## src/sv/address_region_table_core_assert.svh

```systemverilog
// assertion macros for the address region table
`ifndef ADDRESS_REGION_TABLE_CORE_ASSERT_SVH
`define ADDRESS_REGION_TABLE_CORE_ASSERT_SVH
`ifndef NO_ASSERTIONS
`define ART_ASSERT_IMPL(label, ante, cons) \
	label: assert property (@(posedge clk) disable iff (!arst_n) (ante) |-> (cons)) \
		else $error("assertion failed");
`define ART_ASSERT_NEXT(label, ante, cons) \
	label: assert property (@(posedge clk) disable iff (!arst_n) (ante) |=> (cons)) \
		else $error("assertion failed");
`else
`define ART_ASSERT_IMPL(label, ante, cons)
`define ART_ASSERT_NEXT(label, ante, cons)
`endif
`endif

```

## src/sv/art_pkg.sv

```systemverilog
// shared types and constants for the address region table
package art_pkg;
	localparam int MAX_REGIONS = 16;
	localparam int PAGE_BYTES = 4096;
	localparam int ADDR_BITS = 32;
	localparam int IDX_W = $clog2(MAX_REGIONS);
	localparam int CNT_W = $clog2(MAX_REGIONS + 1);
	localparam int PAGE_W = $clog2(PAGE_BYTES);

	localparam logic [1:0] ACT_MAP = 2'd0;
	localparam logic [1:0] ACT_UNMAP = 2'd1;
	localparam logic [1:0] ACT_LOOKUP = 2'd2;
	localparam logic [1:0] ACT_RSVD = 2'd3;

	localparam logic [2:0] ST_OK = 3'd0;
	localparam logic [2:0] ST_NOT_MAPPED = 3'd1;
	localparam logic [2:0] ST_LEN_MISMATCH = 3'd2;
	localparam logic [2:0] ST_BAD_ADDR = 3'd3;
	localparam logic [2:0] ST_NO_SPACE = 3'd4;

	typedef struct packed {
		logic [1:0] action;
		logic [31:0] addr;
		logic [31:0] len;
	} art_req_t;

	typedef struct packed {
		logic [31:0] result_addr;
		logic [2:0] status;
		logic hit;
		logic [4:0] region_total;
	} art_rsp_t;

	typedef enum logic [3:0] {
		S_IDLE, S_PREP, S_SCAN_RD, S_SCAN, S_WALK_CHK, S_FINISH,
		S_SHIFT_RD, S_SHIFT_WR, S_DONE
	} art_state_t;

	// memory port request from control to the region store
	typedef struct packed {
		logic rd_en;
		logic [IDX_W-1:0] rd_idx;
		logic wr_en;
		logic [IDX_W-1:0] wr_idx;
		logic [ADDR_BITS-1:0] wr_start;
		logic [ADDR_BITS-1:0] wr_end;
	} art_mem_req_t;
endpackage

```

## src/sv/art_region_mem.sv

```systemverilog
// region store: one array of start and end pairs, one read and one write port
module art_region_mem import art_pkg::*; (
	input logic clk,
	input art_mem_req_t mreq,
	output logic [ADDR_BITS-1:0] rd_start,
	output logic [ADDR_BITS-1:0] rd_end
);
	logic [2*ADDR_BITS-1:0] mem [MAX_REGIONS];

	always_ff @(posedge clk) begin
		if (mreq.wr_en) begin
			mem[mreq.wr_idx] <= {mreq.wr_start, mreq.wr_end};
		end
		if (mreq.rd_en) begin
			{rd_start, rd_end} <= mem[mreq.rd_idx];
		end
	end
endmodule

```

## src/sv/art_ctrl.sv

```systemverilog
// sequencer: scan, gap walk, insert and remove by shifting entries
module art_ctrl import art_pkg::*; (
	input logic clk,
	input logic arst_n,
	input logic cfg_we,
	input logic [31:0] cfg_wdata,
	input logic in_valid,
	output logic in_ready,
	input art_req_t in_data,
	output logic out_valid,
	input logic out_ready,
	output art_rsp_t out_data,
	output art_mem_req_t mreq,
	input logic [ADDR_BITS-1:0] rd_start,
	input logic [ADDR_BITS-1:0] rd_end
);
	art_state_t state_q, state_d;
	logic [ADDR_BITS-1:0] limit_q;
	logic [CNT_W-1:0] cnt_q;
	logic [1:0] act_q;
	logic [ADDR_BITS-1:0] addr_q, len_q, a_q, e_q;
	logic [ADDR_BITS:0] s_q;
	logic [CNT_W-1:0] i_q;
	logic [CNT_W-1:0] pos_q;
	logic found_q, bad_q, walk_q;
	logic [ADDR_BITS-1:0] hs_q, he_q;
	art_rsp_t rsp_q;
	logic out_valid_q;

	logic [PAGE_W-1:0] rem;
	logic [ADDR_BITS:0] aligned_hint;
	logic [ADDR_BITS:0] sum_al;
	logic [ADDR_BITS:0] e_al;
	logic scan_end;
	logic scan_hit;
	logic [ADDR_BITS:0] probe;

	assign rem = addr_q[PAGE_W-1:0];
	assign aligned_hint = (rem == '0) ? {1'b0, addr_q} :
		({1'b0, addr_q} + (ADDR_BITS+1)'(PAGE_BYTES) - (ADDR_BITS+1)'(rem));
	assign sum_al = {1'b0, a_q} + {1'b0, len_q};
	assign e_al = (s_q[PAGE_W-1:0] == '0) ? s_q :
		(s_q + (ADDR_BITS+1)'(PAGE_BYTES) - (ADDR_BITS+1)'(s_q[PAGE_W-1:0]));
	assign scan_end = (i_q >= cnt_q);
	assign probe = (act_q == ACT_MAP) ? {1'b0, a_q} : {1'b0, addr_q};
	// during the gap walk the next entry is taken as is, without a search
	assign scan_hit = !scan_end && (walk_q || ({1'b0, rd_end} > probe));

	assign in_ready = (state_q == S_IDLE) && !out_valid_q;
	assign out_valid = out_valid_q;
	assign out_data = rsp_q;

	always_ff @(posedge clk or negedge arst_n) begin
		if (!arst_n) begin
			state_q <= S_IDLE;
			limit_q <= 32'h8000_0000;
			cnt_q <= '0;
			out_valid_q <= 1'b0;
		end else begin
			state_q <= state_d;
			if (cfg_we) begin
				limit_q <= cfg_wdata;
			end
			if (state_q == S_DONE) begin
				out_valid_q <= 1'b1;
				cnt_q <= rsp_q.region_total;
			end else if (out_valid_q && out_ready) begin
				out_valid_q <= 1'b0;
			end
		end
	end

	// payload and working registers
	always_ff @(posedge clk) begin
		case (state_q)
			S_IDLE: begin
				if (in_valid && in_ready) begin
					act_q <= in_data.action;
					addr_q <= in_data.addr;
					len_q <= in_data.len;
					rsp_q <= '{result_addr: '0, status: ST_OK, hit: 1'b0,
						region_total: cnt_q};
				end
			end
			S_PREP: begin
				i_q <= '0;
				found_q <= 1'b0;
				walk_q <= 1'b0;
				bad_q <= (act_q == ACT_MAP) && aligned_hint[ADDR_BITS];
				if (act_q == ACT_MAP) begin
					a_q <= aligned_hint[ADDR_BITS-1:0];
				end
			end
			S_SCAN: begin
				// first region ending above probe
				if (scan_hit) begin
					found_q <= 1'b1;
					hs_q <= rd_start;
					he_q <= rd_end;
				end else if (!scan_end) begin
					i_q <= i_q + 1'b1;
				end
			end
			S_WALK_CHK: begin
				s_q <= sum_al;
				if (sum_al > {1'b0, limit_q}) begin
					bad_q <= 1'b1;
				end else if (scan_end || !found_q || sum_al <= {1'b0, hs_q}) begin
					found_q <= 1'b0;
				end else begin
					a_q <= he_q;
					i_q <= i_q + 1'b1;
					walk_q <= 1'b1;
				end
			end
			S_SCAN_RD: begin
				found_q <= 1'b0;
			end
			S_FINISH: begin
				case (act_q)
					ACT_MAP: begin
						if (len_q == '0) begin
							rsp_q.result_addr <= addr_q;
						end else if (bad_q || e_al[ADDR_BITS]) begin
							rsp_q.result_addr <= '1;
							rsp_q.status <= ST_BAD_ADDR;
						end else if (cnt_q >= CNT_W'(MAX_REGIONS)) begin
							rsp_q.result_addr <= '1;
							rsp_q.status <= ST_NO_SPACE;
						end else begin
							rsp_q.result_addr <= a_q;
							rsp_q.region_total <= cnt_q + 1'b1;
							e_q <= e_al[ADDR_BITS-1:0];
							pos_q <= '0;
							i_q <= cnt_q;
						end
					end
					ACT_UNMAP: begin
						s_q <= {1'b0, addr_q} + {1'b0, len_q};
						if (addr_q > limit_q || ({1'b0, addr_q} + {1'b0, len_q}) >
							{1'b0, limit_q}) begin
							rsp_q.status <= ST_BAD_ADDR;
						end else if (!found_q ||
							{1'b0, hs_q} >= ({1'b0, addr_q} + {1'b0, len_q})) begin
							rsp_q.status <= ST_NOT_MAPPED;
						end else if ({1'b0, he_q} >= ({1'b0, addr_q} + {1'b0, len_q})) begin
							rsp_q.region_total <= cnt_q - 1'b1;
							pos_q <= i_q + 1'b1;
						end else begin
							rsp_q.status <= ST_LEN_MISMATCH;
						end
					end
					ACT_LOOKUP: begin
						rsp_q.hit <= found_q && (hs_q <= addr_q);
					end
					default: begin
					end
				endcase
			end
			S_SHIFT_WR: begin
				if (act_q == ACT_MAP) begin
					i_q <= i_q - 1'b1;
				end else begin
					pos_q <= pos_q + 1'b1;
				end
			end
			default: begin
			end
		endcase
	end

	// map insert: entry i-1 moves to i while its start is above a
	logic ins_move;
	assign ins_move = (i_q != '0) && (rd_start > a_q);

	always_comb begin
		state_d = state_q;
		mreq = '0;
		case (state_q)
			S_IDLE: begin
				if (in_valid && in_ready) state_d = S_PREP;
			end
			S_PREP: begin
				if (act_q == ACT_MAP && len_q == '0) state_d = S_FINISH;
				else if (act_q == ACT_MAP && aligned_hint[ADDR_BITS]) state_d = S_FINISH;
				else if (act_q == ACT_MAP && aligned_hint[ADDR_BITS-1:0] == '0)
					state_d = S_WALK_CHK;
				else if (act_q inside {ACT_MAP, ACT_UNMAP, ACT_LOOKUP})
					state_d = S_SCAN_RD;
				else state_d = S_FINISH;
			end
			S_SCAN_RD: begin
				mreq.rd_en = 1'b1;
				mreq.rd_idx = i_q[IDX_W-1:0];
				state_d = S_SCAN;
			end
			S_SCAN: begin
				if (scan_end || scan_hit) begin
					state_d = (act_q == ACT_MAP) ? S_WALK_CHK : S_FINISH;
				end else begin
					mreq.rd_en = 1'b1;
					mreq.rd_idx = IDX_W'(i_q + 1'b1);
					state_d = S_SCAN;
				end
			end
			S_WALK_CHK: begin
				if (sum_al > {1'b0, limit_q} || bad_q) state_d = S_FINISH;
				else if (scan_end || sum_al <= {1'b0, hs_q} || !found_q) state_d = S_FINISH;
				else state_d = S_SCAN_RD;
			end
			S_FINISH: begin
				state_d = S_DONE;
				if (act_q == ACT_MAP && len_q != '0 && !bad_q && !e_al[ADDR_BITS] &&
					cnt_q < CNT_W'(MAX_REGIONS)) state_d = S_SHIFT_RD;
				if (act_q == ACT_UNMAP && addr_q <= limit_q &&
					({1'b0, addr_q} + {1'b0, len_q}) <= {1'b0, limit_q} && found_q &&
					{1'b0, hs_q} < ({1'b0, addr_q} + {1'b0, len_q}) &&
					{1'b0, he_q} >= ({1'b0, addr_q} + {1'b0, len_q}))
					state_d = S_SHIFT_RD;
			end
			S_SHIFT_RD: begin
				mreq.rd_en = 1'b1;
				if (act_q == ACT_MAP) begin
					mreq.rd_idx = IDX_W'(i_q - 1'b1);
					state_d = S_SHIFT_WR;
				end else if (pos_q >= cnt_q) begin
					state_d = S_DONE;
				end else begin
					mreq.rd_idx = pos_q[IDX_W-1:0];
					state_d = S_SHIFT_WR;
				end
			end
			S_SHIFT_WR: begin
				mreq.wr_en = 1'b1;
				if (act_q == ACT_MAP) begin
					if (ins_move) begin
						mreq.wr_idx = i_q[IDX_W-1:0];
						mreq.wr_start = rd_start;
						mreq.wr_end = rd_end;
						state_d = S_SHIFT_RD;
					end else begin
						mreq.wr_idx = i_q[IDX_W-1:0];
						mreq.wr_start = a_q;
						mreq.wr_end = e_q;
						state_d = S_DONE;
					end
				end else begin
					mreq.wr_idx = IDX_W'(pos_q - 1'b1);
					mreq.wr_start = rd_start;
					mreq.wr_end = rd_end;
					state_d = S_SHIFT_RD;
				end
			end
			S_DONE: state_d = S_IDLE;
			default: state_d = S_IDLE;
		endcase
	end
endmodule

```

## src/sv/address_region_table_core.sv

```systemverilog
// top level of the address region table
// A request is accepted, then scans for the first region ending above the address, walks
// over regions in the map gap walk, and moves entries on insert or removal; every step
// is at most one access to the region memory, which has a registered read. One request is
// worked at a time; a result waits in the output register until taken. Regions live in
// memory undefined after reset; only the count is cleared, so there is no clearing pass.
`include "address_region_table_core_assert.svh"
module address_region_table_core import art_pkg::*; (
	input logic clk,
	input logic arst_n,
	input logic cfg_we,
	input logic [31:0] cfg_wdata,
	input logic in_valid,
	output logic in_ready,
	input art_req_t in_data,
	output logic out_valid,
	input logic out_ready,
	output art_rsp_t out_data
);
	art_mem_req_t mreq;
	logic [ADDR_BITS-1:0] rd_start, rd_end;

	art_ctrl u_ctrl (
		.clk, .arst_n, .cfg_we, .cfg_wdata, .in_valid, .in_ready, .in_data,
		.out_valid, .out_ready, .out_data, .mreq, .rd_start, .rd_end
	);

	art_region_mem u_mem (.clk, .mreq, .rd_start, .rd_end);

	`ART_ASSERT_IMPL(a_total_range, out_valid, out_data.region_total <= 5'(MAX_REGIONS))
	`ART_ASSERT_IMPL(a_no_rdwr, mreq.wr_en, !mreq.rd_en)
	`ART_ASSERT_NEXT(a_accept_busy, in_valid && in_ready, !in_ready)
endmodule

```

## config.mk

```make
export PLATFORM = sky130hd
export DESIGN_NAME = address_region_table_core
export DESIGN_NICKNAME = d
export VERILOG_FILES = /design/src/sv/art_pkg.sv /design/src/sv/art_region_mem.sv /design/src/sv/art_ctrl.sv /design/src/sv/address_region_table_core.sv
export VERILOG_INCLUDE_DIRS = /design/src /design/src/sv
export SDC_FILE = /design/constraint.sdc
export NUM_CORES = 2
export LEC_CHECK = 0
export BUFFER_PORTS_ARGS = -buffer_cell sky130_fd_sc_hd__buf_4
export CAP_MARGIN = 20
export CORE_UTILIZATION = 40
export DETAILED_ROUTE_END_ITERATION = 7
export PLACE_DENSITY_LB_ADDON = 0.12
export REMOVE_ABC_BUFFERS = 1
export SLEW_MARGIN = 20
export SYNTH_ARGS = -nofsm -noshare
export SYNTH_HDL_FRONTEND = slang
export SYNTH_SLANG_ARGS = --single-unit
```

## constraint.sdc

```tcl
create_clock -name clk -period 14.1 [get_ports clk]
set_clock_uncertainty 0.05 [all_clocks]
set_input_delay 1.41 -clock clk [delete_from_list [all_inputs] [get_ports clk]]
set_output_delay 1.41 -clock clk [all_outputs]
set_load 0.005 [all_outputs]
```

==> reports/results.tsv <==
metric	value	unit
status	finished, final reports clean	
WL final	237000	um
Worst Reg2Reg Path Length in Cells	24	
Die W	419	um
reg-to-reg startpoint	u_ctrl.addr_q[0]$_DFFE_PP_	
top-area cell type share of the netlist area	59.2	%
Tot GR Track Use	26.7	%
largest cells by area after synthesis	edfxtp_1 (59%), ha_1 (7.5%), nand2_1 (4.5%)	
WS Path Type	flop to flop	
multiplexer share of the synthesized area	3.52	%
Mean Syn Cell Area	12.2	sq um
hold depth	2	
Max Cap Viol	0	
insertion delay to the later sink of the worst-skew pair	840	ps
CP Max Fanout	5	
CTS buffer count	158	
nets@finish	6320	
clock slew at reported path FFs	60	ps
vias in the first global route	46200	
Root Driver	clkbuf_16	
min Tclk post-route	8110	ps
initial core utilization	40.4	%
setup TNS	0	ps
Buffers on Ports	145	
fin worst setup slack	5990	ps
H-Tree Depth	4	
grt total ovfl	0	
largest net degree at the start of global routing	148	
Avg WL per Cell	28.7	um
R2R Setup Slk	5990	ps
count of cell types in the netlist	88	
Max Slew Vio Count	0	
Seq/Total Area, Yosys	60.8	%
most common cell after layout, fill and taps aside	edfxtp_1	
Synth area leader	edfxtp_1	
maximum buffer depth of the clock tree	3	
most frequent cells in the layout	edfxtp_1 (1369), nand2_1 (835), ha_1 (414)	
die height	419	um
Max-slew headroom	21.3	%
Post-CTS Hold Fix Bufs	0	
Hold Slack	435	ps
YS warnings	0	
row cnt	152	
DRC violations left	0	
post-synthesis register bit count	1411	
worst slew pin tran	1180	ps
final hold viol count	0	
Post-DRT Antenna Nets	0	
Tcrit/Tclk final	57.5	%
share of cells above drive strength 1	10.1	%
Synth Area in Adders	7.55	%
clk sink count	1411	
Data required, critical path	14590	ps
Iter 0 DRT Violations	4588	
Pre-antenna DRT Iters	6	
DR vias/cell	5.86	
Synth Area in Compound Gates	12.0	%
RSZ-0062 raised after global routing	no	
global-route wire length before repair	337000	um
Setup-failing EPs final	0	
Area Overhead vs Synth	12.9	%
Pwr per Cell Area	195	nW/um^2
cts repair resizes	0	
Design Power	15.3	mW
WP data arrival	8600	ps
Hold EP	u_ctrl.cnt_q[1]$_DFFE_PN0P_	
core area	172000	sq um
Final Util	45.6	%
leakage	30.3	nW
initial antenna violation count	3	
die area	175000	sq um
via count	48400	
fmax	123	MHz
reg2reg end	u_ctrl.pos_q[0]$_DFFE_PP_	
Boundary Pins	146	
main flop type after synthesis	edfxtp_1	
CTS tree	yes	
Min-Delay Path Class	flop to flop	
XOR/XNOR Fraction of Synth Area	1.34	%
Final HPWL DP	154000	um
largest family of logic cells by synthesized area	compound AO/OA/AOI/OAI gates	
CP Capture Type	flop	
RD Place Congestion	0.957	
Post-Synth Simple-Gate Area	11.8	%
Peak VDD IR	0.148	mV
Synth Cell Area	69400	sq um
Syn Inst Count	5695	
Worst Setup Start Kind	flop	
pre-CTS setup slack	6170	ps
HP Start	u_ctrl.out_data[1]$_DFFE_PP_	
post-CTS setup buffer count	0	
Post-synth EDFFs	1369	
share of flip-flops with an asynchronous set or reset	2.98	%
sequential cells by signal, summed over array words and instances (netlist names), 2 cells and up:
register / count
u_ctrl.a_q: 32
u_ctrl.i_q: 5
u_ctrl.out_data: 41
u_mem.rd_start: 32
u_mem.rd_end: 32
u_ctrl.pos_q: 5
u_ctrl.limit_q: 32
u_ctrl.act_q: 2
u_ctrl.cnt_q: 5
u_ctrl.e_q: 32
u_ctrl.addr_q: 32
u_mem.mem: 1024
u_ctrl.he_q: 32
u_ctrl.hs_q: 32
u_ctrl.state_q: 4
u_ctrl.s_q: 33
u_ctrl.len_q: 32
power by group:
group | internal, mW | leakage [nW] | total (mW) | switching, mW
combinational | 2.00 | 14.0 | 5.58 | 3.58
sequential | 5.14 | 13.9 | 5.59 | 0.450
clock | 2.34 | 2.46 | 4.09 | 1.75
area by class of cell:
class                           count  area (sq um)
Tap cell                         2310          2890
Clock buffer                      203          4220
Sequential cell                  1411         42200
Fill cell                       15800         93600
Antenna cell                        3          7.51
Multi-Input combinational cell   3756         25500
Clock inverter                     89           838
Inverter                          231           870
Timing Repair Buffer              242          1850
synthesized netlist by cell type, drive strengths merged, types with 64 or more instances:
cell type / number
and3: 213
nand4: 65
nor2: 209
a31o: 66
o221ai: 64
a311oi: 67
clkbuf: 268
ha: 414
a32o: 64
a211oi: 189
a21oi: 225
inv: 228
nand2: 840
nor3: 66
a21o: 105
edfxtp: 1369
xnor2: 67
mux2i: 233
nand3: 247
o21ai: 247
stage by stage:
step	std cells	instance area [sq um]
finish	8245	78400
global route	8243	78300
CTS	8242	78300
detailed placement	7950	73300
global placement	7950	73300
floorplan	5398	68200
critical path, cell delays in order, from the launching register on:
cell and delay, ps:
edfxtp_1 490, ha_1 270, fa_1 260, a211oi_1 130, o21ai_0 410, or4b_2 670, a21oi_1 390, o22ai_1 310
o21ai_0 420, a31oi_1 200, o21bai_1 150, a21oi_1 90, xnor2_1 360, inv_1 120, ha_1 320, nand4_1 170
nor4_1 620, nand2_1 300, or4_1 660, and4b_1 240, o31ai_1 480, nor2_1 140, nand3_1 110, o21ai_0 110
o211a_1 340
how the worst max path moves through the flow:
stage,from,endpoint,cells after the start
after floorplan,u_ctrl.act_q[0]$_DFFE_PP_,u_mem.rd_start[30]$_DFFE_PP_,13
after global placement,u_ctrl.addr_q[0]$_DFFE_PP_,u_ctrl.pos_q[4]$_DFFE_PP_,24
after detailed placement,u_ctrl.addr_q[0]$_DFFE_PP_,u_ctrl.pos_q[2]$_DFFE_PP_,24
after CTS,u_ctrl.addr_q[0]$_DFFE_PP_,u_ctrl.pos_q[0]$_DFFE_PP_,24
after global routing,u_ctrl.addr_q[0]$_DFFE_PP_,u_ctrl.pos_q[0]$_DFFE_PP_,25
final,u_ctrl.addr_q[0]$_DFFE_PP_,u_ctrl.pos_q[0]$_DFFE_PP_,24
cell families after synthesis:
logic type      after synthesis
mux                         243
fa+ha+maj                   417
compound gates             1198
flops                      1411
other cells                   1
buf+inv                     539
xor+xnor                    106
simple gates               1780
per-layer routing:
metal / GRT usage [%] / up-vias / wire (um)
met1: 36.6 / 24500 / 103000
li1: - / 21800 / -
met4: 8.40 / 0 / 7450
met3: 3.56 / 341 / 13300
met5: 0 / - / 0
met2: 43.9 / 1624 / 113000
No activity file was read; power rests on OpenSTA's default activity.
